==> src/modexp_pkg.sv <==
package modexp_pkg;

    // width of the base, exponent and result fields
    localparam int DATA_W = 32;
    // bit counter of the shift-add multiplier, one step per bit of the left operand
    localparam int CNT_W = $clog2(DATA_W);

    typedef enum logic [2:0] {
        ST_IDLE,
        ST_REDUCE,
        ST_CHECK,
        ST_MUL_ACC,
        ST_SQUARE
    } state_t;

    typedef struct packed {
        logic load;
        logic start_acc;
        logic start_sq;
        logic take_base;
        logic take_acc;
        logic shift_exp;
        logic load_out;
    } cmd_t;

    typedef struct packed {
        logic mul_last;
        logic exp_zero;
        logic exp_lsb;
        logic out_free;
    } status_t;

endpackage

==> src/modexp_if.sv <==
interface modexp_in_if;
    logic                            valid;
    logic                            ready;
    logic [modexp_pkg::DATA_W-1:0]   base_value;
    logic [modexp_pkg::DATA_W-1:0]   exponent;

    modport source (output valid, output base_value, output exponent, input ready);
    modport sink (input valid, input base_value, input exponent, output ready);
endinterface

interface modexp_out_if;
    logic                            valid;
    logic                            ready;
    logic [modexp_pkg::DATA_W-1:0]   power_result;

    modport source (output valid, output power_result, input ready);
    modport sink (input valid, input power_result, output ready);
endinterface

==> src/modexp_ctrl.sv <==
module modexp_ctrl (
    input  logic                 clk,
    input  logic                 rst_n,
    input  logic                 in_valid,
    output logic                 in_ready,
    input  modexp_pkg::status_t  status,
    output modexp_pkg::cmd_t     cmd
);

    modexp_pkg::state_t state_reg;
    modexp_pkg::state_t state_next;

    always_ff @(posedge clk or negedge rst_n)
    begin
        if (!rst_n)
        begin
            state_reg <= modexp_pkg::ST_IDLE;
        end
        else
        begin
            state_reg <= state_next;
        end
    end

    always_comb
    begin
        state_next = state_reg;
        cmd        = '0;
        in_ready   = 1'b0;
        case (state_reg)
            modexp_pkg::ST_IDLE:
            begin
                in_ready = 1'b1;
                if (in_valid)
                begin
                    cmd.load   = 1'b1;
                    state_next = modexp_pkg::ST_REDUCE;
                end
            end
            modexp_pkg::ST_REDUCE:
            begin
                if (status.mul_last)
                begin
                    cmd.take_base = 1'b1;
                    state_next    = modexp_pkg::ST_CHECK;
                end
            end
            modexp_pkg::ST_CHECK:
            begin
                if (status.exp_zero)
                begin
                    // wait here until the output register can take the result
                    if (status.out_free)
                    begin
                        cmd.load_out = 1'b1;
                        state_next   = modexp_pkg::ST_IDLE;
                    end
                end
                else if (status.exp_lsb)
                begin
                    cmd.start_acc = 1'b1;
                    state_next    = modexp_pkg::ST_MUL_ACC;
                end
                else
                begin
                    cmd.start_sq = 1'b1;
                    state_next   = modexp_pkg::ST_SQUARE;
                end
            end
            modexp_pkg::ST_MUL_ACC:
            begin
                if (status.mul_last)
                begin
                    // base is unchanged, so the square starts right away
                    cmd.take_acc = 1'b1;
                    cmd.start_sq = 1'b1;
                    state_next   = modexp_pkg::ST_SQUARE;
                end
            end
            modexp_pkg::ST_SQUARE:
            begin
                if (status.mul_last)
                begin
                    cmd.take_base = 1'b1;
                    cmd.shift_exp = 1'b1;
                    state_next    = modexp_pkg::ST_CHECK;
                end
            end
            default:
            begin
                state_next = modexp_pkg::ST_IDLE;
            end
        endcase
    end

endmodule

==> src/modexp_datapath.sv <==
module modexp_datapath #(
    parameter int WIDTH    = 32,
    parameter int EXP_BITS = 32
) (
    input  logic                            clk,
    input  logic                            rst_n,
    input  modexp_pkg::cmd_t                cmd,
    output modexp_pkg::status_t             status,
    input  logic [modexp_pkg::DATA_W-1:0]   base_value,
    input  logic [modexp_pkg::DATA_W-1:0]   exponent,
    input  logic                            cfg_we,
    input  logic [modexp_pkg::DATA_W-1:0]   cfg_wdata,
    input  logic                            out_ready,
    output logic                            out_valid,
    output logic [modexp_pkg::DATA_W-1:0]   power_result
);

    localparam int RW = WIDTH + 2;

    logic [WIDTH-1:0]                mod_reg;
    logic [WIDTH-1:0]                cfg_low;
    logic [modexp_pkg::DATA_W-1:0]   a_reg;
    logic [WIDTH-1:0]                b_reg;
    logic [WIDTH-1:0]                r_reg;
    logic [WIDTH-1:0]                r_next;
    logic [modexp_pkg::CNT_W-1:0]    cnt_reg;
    logic                            busy_reg;
    logic [WIDTH-1:0]                base_reg;
    logic [WIDTH-1:0]                acc_reg;
    logic [EXP_BITS-1:0]             exp_reg;
    logic                            out_valid_reg;
    logic [modexp_pkg::DATA_W-1:0]   power_result_reg;

    logic [WIDTH-1:0]                addend;
    logic [RW-1:0]                   sum;
    logic [RW:0]                     diff1;
    logic [RW:0]                     diff2;

    // one step of the shift-add multiplier: r = 2r + bit*b, then bring it back below m
    // with r < m and b <= m the sum stays below 3m, so at most 2m comes off
    always_comb
    begin
        addend = a_reg[modexp_pkg::DATA_W-1] ? b_reg : '0;
        sum    = RW'({r_reg, 1'b0}) + RW'(addend);
        diff1  = {1'b0, sum} - (RW + 1)'(mod_reg);
        diff2  = {1'b0, sum} - (RW + 1)'({mod_reg, 1'b0});
        if (!diff2[RW])
        begin
            r_next = diff2[WIDTH-1:0];
        end
        else if (!diff1[RW])
        begin
            r_next = diff1[WIDTH-1:0];
        end
        else
        begin
            r_next = sum[WIDTH-1:0];
        end
    end

    assign cfg_low = cfg_wdata[WIDTH-1:0];

    always_ff @(posedge clk or negedge rst_n)
    begin
        if (!rst_n)
        begin
            mod_reg       <= WIDTH'(23);
            busy_reg      <= 1'b0;
            cnt_reg       <= '0;
            out_valid_reg <= 1'b0;
        end
        else
        begin
            if (cfg_we)
            begin
                mod_reg <= (cfg_low == '0) ? WIDTH'(1) : cfg_low;
            end
            if (cmd.load || cmd.start_acc || cmd.start_sq)
            begin
                busy_reg <= 1'b1;
                cnt_reg  <= '1;
            end
            else if (busy_reg)
            begin
                cnt_reg <= cnt_reg - 1'b1;
                if (cnt_reg == '0)
                begin
                    busy_reg <= 1'b0;
                end
            end
            if (cmd.load_out)
            begin
                out_valid_reg <= 1'b1;
            end
            else if (out_ready)
            begin
                out_valid_reg <= 1'b0;
            end
        end
    end

    always_ff @(posedge clk)
    begin
        if (cmd.load)
        begin
            // reduce the base first: base * 1 mod m on the same unit
            a_reg <= base_value;
            b_reg <= WIDTH'(1);
            r_reg <= '0;
        end
        else if (cmd.start_acc)
        begin
            a_reg <= modexp_pkg::DATA_W'(acc_reg);
            b_reg <= base_reg;
            r_reg <= '0;
        end
        else if (cmd.start_sq)
        begin
            a_reg <= modexp_pkg::DATA_W'(base_reg);
            b_reg <= base_reg;
            r_reg <= '0;
        end
        else if (busy_reg)
        begin
            a_reg <= {a_reg[modexp_pkg::DATA_W-2:0], 1'b0};
            r_reg <= r_next;
        end

        if (cmd.load)
        begin
            acc_reg <= WIDTH'(1);
            exp_reg <= exponent[EXP_BITS-1:0];
        end
        else
        begin
            if (cmd.take_acc)
            begin
                acc_reg <= r_next;
            end
            if (cmd.shift_exp)
            begin
                exp_reg <= exp_reg >> 1;
            end
        end

        if (cmd.take_base)
        begin
            base_reg <= r_next;
        end

        if (cmd.load_out)
        begin
            power_result_reg <= modexp_pkg::DATA_W'(acc_reg);
        end
    end

    assign status.mul_last = busy_reg && (cnt_reg == '0);
    assign status.exp_zero = (exp_reg == '0);
    assign status.exp_lsb  = exp_reg[0];
    assign status.out_free = !out_valid_reg || out_ready;

    assign out_valid    = out_valid_reg;
    assign power_result = power_result_reg;

endmodule

==> src/modular_exponentiation.sv <==
// right-to-left square-and-multiply, one item at a time; every modular product runs on one
// shift-add multiplier, one bit of the left operand per cycle; an item first reduces the
// base, then for each exponent bit up to the highest set one multiplies the accumulator
// by the base if that bit is set and then squares the base
// a new item is accepted the cycle after the result enters the output register
// reset (async, active low): idle, output empty, modulus back to 23
module modular_exponentiation #(
    parameter int WIDTH     = 32,
    parameter int EXP_WIDTH = 32
) (
    input  logic                            clk,
    input  logic                            rst_n,
    modexp_in_if.sink                       req,
    modexp_out_if.source                    rsp,
    input  logic                            cfg_we,
    input  logic [modexp_pkg::DATA_W-1:0]   cfg_wdata
);

    // only exponent bits that the field actually carries are used
    localparam int EXP_BITS = (EXP_WIDTH < modexp_pkg::DATA_W) ? EXP_WIDTH : modexp_pkg::DATA_W;

    modexp_pkg::cmd_t    cmd;
    modexp_pkg::status_t status;

    modexp_ctrl u_ctrl (
        .clk      (clk),
        .rst_n    (rst_n),
        .in_valid (req.valid),
        .in_ready (req.ready),
        .status   (status),
        .cmd      (cmd)
    );

    modexp_datapath #(
        .WIDTH    (WIDTH),
        .EXP_BITS (EXP_BITS)
    ) u_datapath (
        .clk          (clk),
        .rst_n        (rst_n),
        .cmd          (cmd),
        .status       (status),
        .base_value   (req.base_value),
        .exponent     (req.exponent),
        .cfg_we       (cfg_we),
        .cfg_wdata    (cfg_wdata),
        .out_ready    (rsp.ready),
        .out_valid    (rsp.valid),
        .power_result (rsp.power_result)
    );

endmodule
==> src/flat_wrapper.sv <==
// flat-port wrapper written by rule: the top's interface ports become plain ports
module modular_exponentiation_flat 
#(
    parameter int WIDTH     = 32,
    parameter int EXP_WIDTH = 32
)
  (clk, rst_n, cfg_we, cfg_wdata, req_valid, req_base_value, req_exponent, req_ready, rsp_valid, rsp_power_result, rsp_ready);
  modexp_in_if req_i ();
  modexp_out_if rsp_i ();
  input  logic clk;
  input  logic rst_n;
  input  logic cfg_we;
  input  logic [modexp_pkg::DATA_W-1:0] cfg_wdata;
  input wire logic [$bits(req_i.valid)-1:0] req_valid;
  input wire logic [$bits(req_i.base_value)-1:0] req_base_value;
  input wire logic [$bits(req_i.exponent)-1:0] req_exponent;
  output wire logic [$bits(req_i.ready)-1:0] req_ready;
  output wire logic [$bits(rsp_i.valid)-1:0] rsp_valid;
  output wire logic [$bits(rsp_i.power_result)-1:0] rsp_power_result;
  input wire logic [$bits(rsp_i.ready)-1:0] rsp_ready;
  assign req_i.valid = req_valid;
  assign req_i.base_value = req_base_value;
  assign req_i.exponent = req_exponent;
  assign req_ready = req_i.ready;
  assign rsp_valid = rsp_i.valid;
  assign rsp_power_result = rsp_i.power_result;
  assign rsp_i.ready = rsp_ready;
  modular_exponentiation #(.WIDTH(WIDTH), .EXP_WIDTH(EXP_WIDTH)) u_core (.clk(clk), .rst_n(rst_n), .req(req_i), .rsp(rsp_i), .cfg_we(cfg_we), .cfg_wdata(cfg_wdata));
endmodule
==> config.mk <==
export PLATFORM = sky130hd
export DESIGN_NAME = modular_exponentiation_flat
export DESIGN_NICKNAME = d
export VERILOG_FILES = /design/src/modexp_pkg.sv /design/src/modexp_if.sv /design/src/modexp_ctrl.sv /design/src/modexp_datapath.sv /design/src/modular_exponentiation.sv /design/src/flat_wrapper.sv
export SDC_FILE = /design/constraint.sdc
export NUM_CORES = 1
export LEC_CHECK = 0
export ABC_AREA = 1
export BUFFER_PORTS_ARGS = -buffer_cell sky130_fd_sc_hd__buf_4
export CORE_ASPECT_RATIO = 0.75
export CORE_MARGIN = 4
export CORE_UTILIZATION = 62
export CTS_CLUSTER_DIAMETER = 60
export DETAILED_ROUTE_END_ITERATION = 8
export PLACE_DENSITY_LB_ADDON = 0.12
export SKIP_LAST_GASP = 1
export SYNTH_ARGS = -nofsm -noshare
export SYNTH_HDL_FRONTEND = slang
export SYNTH_SLANG_ARGS = --single-unit
==> constraint.sdc <==
create_clock -name clk -period 4.5 [get_ports clk]
set_input_delay 0.675 -clock clk [delete_from_list [all_inputs] [get_ports clk]]
set_output_delay 0.675 -clock clk [all_outputs]
set_load 0.02 [all_outputs]
After elaboration in Yosys (flattened, before gate mapping)
Cells that the tools add are included.
Widths: inputs -> output; s select.
{ "totals": {"ff_bits": 266, "input_bits": 101, "output_inout_bits": 34, "wordCells": 82} }
{ "classes": {"addsub": 4, "eq_ne": 8, "muxes": 41, "n_reduce_logical": 17} }
{ "op_table": {"columns": ["cell", "count"], "rows": [
  ["$mux 32", 12],
  ["$logic_not 32->1", 2],
  ["$sub 34x32->35", 1],
  ["$sub 34x33->35", 1],
  ["$add 33x32->34", 1],
  ["$mux 1", 18],
  ["$mux 3", 6],
  ["$pmux 3 s4", 1],
  ["$mux 5", 2],
  ["$reduce_bool 2->1", 4],
  ["$eq 3x2->1 const B", 2],
  ["$logic_not 5->1", 1],
  ["$sub 5x1->5 const B", 1],
  ["$ne 2x1->1 const B", 2],
  ["$reduce_and 4->1", 1],
  ["$reduce_bool 4->1", 1],
  ["$eq 3x1->1 const B", 1],
  ["$eq 3x3->1 const B", 1],
  ["$logic_not 3->1", 1],
  ["$logic_or 1x1->1", 3],
  ["$ne 3x3->1 const B", 1],
  ["$reduce_or 3->1", 1],
  ["$mux 2", 1],
  ["$ne 2x2->1 const B", 1],
  ["4 further kinds", 4]
]} }

Depth between registers and ports, before layout
Gate-level depths: netlist of the first run.
{ "depth": {"word_depth": 7, "depth_mapped": 32, "mapped_depth_nobuf": 31} }

By module
From an unflattened synthesis of the first run, not the netlist that was laid out.
{ "hier_totals": {"hier_cells": 2708, "hier_area_um2": 18679.2} }
{ "modules_own_cells": {"columns": ["mod", "instances", "cells_each", "area_each_um2", "seq_area_each_um2"], "rows": [
  ["modexp_datapath", 1, 2659, 18380.1, 6746.5],
  ["modexp_ctrl", 1, 49, 299.0, 75.1]
]} }

Worst setup path before layout of the first run
No wires, ideal clock.
{ "synth_path": {"path_type": "reg2reg", "start": "register u_core.u_datapath.a_reg[31] in the netlist's numbering", "end": "register u_core.u_datapath.base_reg[0], data pin", "setup_time_ns": 0.255, "arrival_time_ns": 3.746, "required_time_ns": 4.245, "path_slack_ns": 0.499, "path_stages_with_launch": 28, "n_path_buf": 2, "synth_period_minus_slack_ns": 4.001, "cell_sequence": "edfxtp_1 -> clkbuf_1 -> nand2_1 -> inv_1 -> ha_1 -> inv_1 -> fa_1 -> inv_1 -> nand2_1 -> nand2_1 -> and2_1 -> nand3_1 -> nand3_1 -> nand2_1 -> nand2_1 -> inv_1 -> ha_1 -> a21oi_1 -> a21boi_0 -> nand2_1 -> a21oi_1 -> nand2_1 -> nand2_2 -> nand3_4 -> buf_6 -> nand2_1 -> nand2_1 -> and2_1"} }
{ "synth_between": {"elab_chain_cells": 5, "elab_cells_between_ends": 6, "classes_between": "add/sub: 3; mux: 3"} }
{ "synth_lines": {"columns": ["item", "line", "text"], "rows": [
  ["start: declaration", "modexp_datapath.sv:22", "logic [modexp_pkg::DATA_W-1:0] a_reg;"],
  ["start signal: assignment", "modexp_datapath.sv:107", "a_reg <= base_value;"],
  ["start signal: assignment", "modexp_datapath.sv:113", "a_reg <= modexp_pkg::DATA_W'(acc_reg);"],
  ["start signal: assignment", "modexp_datapath.sv:119", "a_reg <= modexp_pkg::DATA_W'(base_reg);"],
  ["$mux 32 *", "modexp_datapath.sv:43", "addend = a_reg[modexp_pkg::DATA_W-1] ? b_reg : '0;"],
  ["$add 33x32->34 *", "modexp_datapath.sv:44", "sum = RW'({r_reg, 1'b0}) + RW'(addend);"],
  ["$sub 34x32->35", "modexp_datapath.sv:45", "diff1 = {1'b0, sum} - (RW + 1)'(mod_reg);"],
  ["$mux 32", "modexp_datapath.sv:51", "else if (!diff1[RW])"],
  ["$mux 32 *", "modexp_datapath.sv:47", "if (!diff2[RW])"],
  ["via u_core.u_datapath.r_next[0]", "modexp_datapath.sv:25", "logic [WIDTH-1:0] r_next;"],
  ["end signal: assignment", "modexp_datapath.sv:148", "base_reg <= r_next;"],
  ["end: declaration", "modexp_datapath.sv:28", "logic [WIDTH-1:0] base_reg;"]
]} }
Mark *: on every way through the listed nets, which the timed path passes. The rest lies on a longest branch.
A chain may end at the register's enable or synchronous reset.

Worst setup path in the final report of the first run
{ "layout_path": {"start": "register u_core.u_datapath.a_reg[31] in the netlist's numbering", "end": "register u_core.u_datapath.r_reg[8]"} }
{ "layout_between": {"elab_chain_cells": 5, "elab_cells_between_ends": 6, "classes_between": "add/sub: 3; mux: 3"} }
{ "layout_lines": {"columns": ["item", "line", "text"], "rows": [
  ["$mux 32 *", "modexp_datapath.sv:43", null],
  ["$add 33x32->34 *", "modexp_datapath.sv:44", null],
  ["$sub 34x32->35", "modexp_datapath.sv:45", null],
  ["$mux 32", "modexp_datapath.sv:51", null],
  ["$mux 32 *", "modexp_datapath.sv:47", null],
  ["via u_core.u_datapath.r_next[8]", "modexp_datapath.sv:25", null],
  ["end signal: assignment", "modexp_datapath.sv:126", "r_reg <= r_next;"],
  ["end: declaration", "modexp_datapath.sv:24", "logic [WIDTH-1:0] r_reg;"]
]} }
Marks and branches as above.

==> results of run 1 <==
## critical path, delay by kind of cell, from the launching register on
family	cells	cell delay [ns]
xor+xnor	1	0.34
fa+ha+maj	2	0.68
buf+inv	4	0.65
flops	1	0.47
simple gates	18	2.22
## worst max-delay path by stage
stage,start,end,slack [ns],depth (start not counted)
after floorplan,u_core.u_datapath.a_reg[31]$_DFFE_PP_,u_core.u_datapath.base_reg[0]$_DFFE_PP_,0.50,27
after detailed placement,u_core.u_datapath.a_reg[31]$_DFFE_PP_,u_core.u_datapath.r_reg[11]$_SDFFE_PP0P_,-0.27,26
final,u_core.u_datapath.a_reg[31]$_DFFE_PP_,u_core.u_datapath.r_reg[8]$_SDFFE_PP0P_,0.06,25
after global routing,u_core.u_datapath.a_reg[31]$_DFFE_PP_,u_core.u_datapath.r_reg[28]$_SDFFE_PP0P_,-0.11,30
after CTS,u_core.u_datapath.a_reg[31]$_DFFE_PP_,u_core.u_datapath.r_reg[8]$_SDFFE_PP0P_,-0.003,26
after global placement,u_core.u_datapath.a_reg[31]$_DFFE_PP_,u_core.u_datapath.r_reg[11]$_SDFFE_PP0P_,-0.17,26
## final cells by class
cell class	count	area [um^2]	area share
Inverter	415	1560	0.0694
Sequential cell	266	6820	0.304
Multi-Input combinational cell	1993	10500	0.469
Timing Repair Buffer	266	2150	0.0959
Tap cell	392	490	0.0218
Clock buffer	38	741	0.0330
Clock inverter	12	170	0.00758
## cell usage in the layout, fill, tap and decap left out, types with 33 or more instances in the layout
master,instances
a21oi_1,70
buf_4,254
dfrtp_1,38
dfxtp_1,96
edfxtp_1,128
ha_1,56
inv_1,408
nand2_1,995
nand3_1,127
nand4_1,52
nor2_1,210
nor2_2,33
o21ai_0,150
## kinds of logic after synthesis
logic type,count (synthesis),share of synthesized area
and+or+nand+nor,1524,0.336
AOI/OAI and AO/OA,310,0.0926
xor gates and xnor gates,60,0.0285
adders and majority gates,99,0.0683
buffers and inverters,493,0.105
DFF,266,0.369
## stage by stage
stage | utilization | setup slack [ns] | hold slack, ns | instance area [um^2] | setup TNS [ns]
6_report | 0.769 | 0.0621 | 0.113 | 22500 | 0
5_1_grt | 0.769 | -0.112 | 0.161 | 22500 | -5.72
4_1_cts | 0.739 | -0.00295 | 0.138 | 21600 | -0.00295
3_5_place_dp | 0.706 | -0.266 | 0.449 | 20600 | -15.07
3_3_place_gp | 0.706 | -0.171 | 0.438 | 20600 | -6.49
2_1_floorplan | - | 0.499 | 0.379 | 18500 | 0
## repair_timing
action / 4_1_cts / 5_1_grt
pin swaps: 2 / 14
buffers inserted: 1 / 3
gates cloned: 0 / 4
setup endpoints to repair: 96 / 96
resized for setup: 8 / 166
## per-layer routing
metal  up-vias  track usage
met1      9042        0.540
met4         0        0.147
met5         -            0
met2      1407        0.595
li1       9135            -
met3       268       0.0865
==> out/qor.yml, run 1 <==
floorplan:
  core-area_um2: 29200
  rows: 54
  dieArea_um2: 32600
  die_y_um: 157
  io_pins: 135
  initial_core_util: 0.633
  dieWidth_um: 207
logic_synthesis:
  netlist_area_um2: 18500
  ys_ff_latch: 266
  ys_seq_area_frac: 0.369
  yosysWarnings: 0
  synth_area_leaders: "edfxtp_1, nand2_1, dfxtp_1"
  syn_nets: 2952
  synth_edf_count: 128
  yosys_most_used_dff: "edfxtp_1"
  syn_area_per_cell_um2: 6.71
  synthCells: 2752
  async_flop_share: 0.158
  synth_largest_area_cell: "edfxtp_1"
  ys_types: 43
  yosysTopAreaCellShare: 0.208
  yosysMostFrequentCell: "nand2_1"
  yosys-top-cells-count: "nand2_1, inv_1, nor2_1"
sta:
  finClkSkew_ns: 0.0190
  fin_crit_sh: 0.986
  fmax_mhz: 225
  relSlewSlack: 0.192
  drv_slew: 0
  finalHoldViolCount: 0
  setup_viol: 0
  worstMarginPinSlew_ns: 1.21
  rsz0062_at_grt: "true"
  min_period_ns: 4.44
worst_setup_path:
  crit_top_cell: "nand2_1"
  critPathCaptureType: "register"
  crit_type: "reg2reg"
  cp_max_fo: 12
  cp-start-kind: "register"
  r2r_start: "u_core.u_datapath.a_reg[31]$_DFFE_PP_"
  cp_slowest_stage_delay_ns: 0.47
  ff2ff_path_depth: 25
  cp.arrival_ns: 4.96
  critPathSlowestCell: "edfxtp_1"
  crit_required_ns: 5.02
  r2r-end: "u_core.u_datapath.r_reg[8]$_SDFFE_PP0P_"
  reg2reg_slack_ns: 0.06
cts:
  clockBufferDepth: 3
  cts.sinks: 266
  cts_buffers: 27
  htree_levels: 1
  cts_root_buffer: "clkbuf_16"
  clock_latency_ns: 0.57
  cts_hold_buf: 0
  cts_tree: "yes"
  clkTransAtPathRegs_ns: 0.07
layout:
  area_delta_synth_final_pct: 21.6
  antenna_cells: 0
  layout-drive-gt1-share: 0.159
  nNetsFinal: 3169
  instances_no_fill: 3382
  nFillCells: 2119
worst_hold_path:
  hold_class: "in2async"
global_routing:
  grt_pass1_wl_mm: 100
  antenna_found_initial: 0
  grt_max_degree: 69
  grt_pass1_vias: 18100
  grtUsageTotal: 0.387
  grt_overflow: 0
placed_design:
  io_buffers: 134
  dpl.cell_count: 3324
  place_congestion: 1.03
  hpwl_mm: 50.0
route:
  route.met3.wl_mm: 8.38
  wl_met2_mm: 29.0
  route.detailed.drc: 0
  wl_mm: 68.6
  via_per_inst: 5.87
  top_layer_used: "met4"
  drt_iter0_drc: 3093
  drtAntennaViolNets: 0
  num_vias: 19900
  wirelength_met1_mm: 27.6
  first_pass_iters: 7
  wl_per_cell_um: 20.3
status:
  status: "finished, final reports clean"
job:
  maxCapViolCount: 0
Power of run 1 is not shown: default switching activity piles up to over one toggle a cycle in this logic, so the estimate is an artifact.
==> inputs of run 2 (changes only) <==
--- a/config.mk
+++ b/config.mk
@@ -9,7 +9,7 @@
 export BUFFER_PORTS_ARGS = -buffer_cell sky130_fd_sc_hd__buf_4
 export CORE_ASPECT_RATIO = 0.75
 export CORE_MARGIN = 4
-export CORE_UTILIZATION = 62
+export CORE_UTILIZATION = 50
 export CTS_CLUSTER_DIAMETER = 60
 export DETAILED_ROUTE_END_ITERATION = 8
 export PLACE_DENSITY_LB_ADDON = 0.12
==> run 2 against run 1 <==
Compared with the run above: clock skew shrank 0.0071 ns; first-iteration DRC count decreased by 34%; fmax increased by 1.8%; utilization fell by 12 points; via count is 4.7% lower; critical path depth grew 4; final cell count up 4.8%; die area is 23% higher; final area is 4.0% higher; wire length decreased by 3.8%; register-to-register slack gained 0.08 ns.
==> out/qor.yml, run 2 (synthesis results as in run 1) <==
placed_design:
  hpwl_mm: 50.8
  io_buffers: 134
  place_congestion: 1.02
  post-place-ws_ns: -0.221
layout:
  layout-drive-gt1-share: 0.198
  nNetsFinal: 3226
  nFillCells: 3306
  antenna_cells: 0
  area_delta_synth_final_pct: 26.4
  final_common_cell: "nand2_1"
  mostFrequentLayoutCells: "nand2_1, inv_1, buf_4, nor2_1, o21ai_0"
sta:
  rsz0062_at_grt: "true"
  finalHoldViolCount: 0
  fmax_mhz: 229
  fin_crit_sh: 0.969
  drv_slew: 0
  relSlewSlack: 0.226
  finClkSkew_ns: 0.0120
  min_period_ns: 4.36
  setup_ws_ns: 0.139
  setup_viol: 0
  worstMarginPinSlew_ns: 1.16
cts:
  cts_buffers: 28
  cts_hold_buf: 0
  clockBufferDepth: 3
  clock_latency_ns: 0.57
  htree_levels: 1
  cts.sinks: 266
  cts_root_buffer: "clkbuf_16"
  cts_tree: "yes"
  clkTransAtPathRegs_ns: 0.07
worst_setup_path:
  crit_type: "reg2reg"
  cp_top_family: "simple AND/OR/NAND/NOR gates"
  cp_max_fo: 16
  crit_required_ns: 4.81
  endpoint: "u_core.u_datapath.base_reg[17]$_DFFE_PP_"
  r2r_start: "u_core.u_datapath.a_reg[31]$_DFFE_PP_"
  crit_top_cell: "nand2_1"
  crit_buf_inv: 8
  cp-start-kind: "register"
  cp_slowest_stage_delay_ns: 0.39
  critPathCaptureType: "register"
  cp.depth: 29
  r2r-end: "u_core.u_datapath.base_reg[17]$_DFFE_PP_"
  crit_start: "u_core.u_datapath.a_reg[31]$_DFFE_PP_"
  critPathSlowestCell: "edfxtp_1"
  cp.arrival_ns: 4.67
  reg2reg_slack_ns: 0.14
  ff2ff_path_depth: 29
route:
  route.detailed.drc: 0
  drt_iter0_drc: 2050
  first_pass_iters: 6
  wl_mm: 65.9
  num_vias: 18900
  wl_per_cell_um: 18.6
  drtAntennaViolNets: 0
  via_per_inst: 5.34
floorplan:
  dieArea_um2: 40100
  initial_core_util: 0.510
  die_y_um: 174
  rows: 60
  io_pins: 135
  core-area_um2: 36200
  dieWidth_um: 230
global_routing:
  grt_max_degree: 91
  antenna_found_initial: 0
  grt_pass1_wl_mm: 98.3
  grt_pass1_vias: 17600
  grt_overflow: 0
  grtUsageTotal: 0.309
job:
  maxCapViolCount: 0
worst_hold_path:
  hold_class: "in2async"
status:
  status: "finished, final reports clean"
## run 2: cell types whose count changed in the layout (fill, tap and decap cells not counted), moves of 5 or more
cell | before | now
clkinv_2 | 1 | 7
inv_1 | 408 | 397
nand2_1 | 995 | 966
nor2_1 | 210 | 203
nand3_1 | 127 | 122
clkbuf_1 | 8 | 3
nand2_2 | 32 | 60
ha_4 | 32 | 42
a21oi_1 | 70 | 65
ha_1 | 56 | 51
ha_2 | 8 | 3
buf_4 | 254 | 308
nor2_4 | 6 | 14
inv_2 | 6 | 18
## run 2: per-layer routing
| layer | track usage | vias to the layer above | wire length (um) |
|---|---|---|---|
| met5 | 0 | - | 0 |
| met2 | 0.467 | 755 | 27500 |
| met1 | 0.455 | 8799 | 30600 |
| li1 | - | 9250 | - |
| met3 | 0.0593 | 109 | 5630 |
| met4 | 0.0816 | 0 | 2220 |
## run 2: area by class of cell
type,instances,area [um^2],share of cell area
Clock buffer,34,764,0.0327
Clock inverter,18,138,0.00590
Inverter,415,1560,0.0667
Multi-Input combinational cell,1993,10900,0.465
Sequential cell,266,6820,0.292
Tap cell,496,621,0.0266
Timing Repair Buffer,322,2590,0.111
## run 2: worst min-delay path by stage
| stage | from | end | slack, ns | depth (start not counted) |
|---|---|---|---|---|
| 2_1_floorplan | rst_n | u_core.u_ctrl.state_reg[0]$_DFFE_PN0P_ | 0.38 | 0 |
| 3_3_place_gp | u_core.u_datapath.acc_reg[20]$_SDFFE_PP0P_ | u_core.u_datapath.power_result[20]$_DFFE_PP_ | 0.44 | 0 |
| 3_5_place_dp | u_core.u_datapath.acc_reg[20]$_SDFFE_PP0P_ | u_core.u_datapath.power_result[20]$_DFFE_PP_ | 0.44 | 0 |
| 4_1_cts | rst_n | u_core.u_ctrl.state_reg[1]$_DFFE_PN0P_ | 0.17 | 1 |
| 5_1_grt | rst_n | u_core.u_ctrl.state_reg[1]$_DFFE_PN0P_ | 0.21 | 1 |
| 6_report | rst_n | u_core.u_ctrl.state_reg[1]$_DFFE_PN0P_ | 0.16 | 1 |
## run 2: what timing repair did
| action | CTS | global route |
|---|---|---|
| endpoints found under the setup margin | 96 | 96 |
| gates resized for setup | 8 | 234 |
| pin swaps | 2 | 33 |
| gates cloned | 0 | 5 |
| buffers inserted | 2 | 9 |
## run 2: through the flow
stage	utilization	TNS [ns]	cell area [um^2]	hold slack, ns	instances
floorplan	-	0	18500	0.379	2752
global placement	0.584	-14.37	21100	0.439	3476
detailed placement	0.584	-13.45	21100	0.445	3476
CTS	0.610	0	22100	0.169	3530
global route	0.645	-1.07	23300	0.206	3544
finish	0.645	0	23300	0.158	3544
Power of run 2 is left out for the same reason.
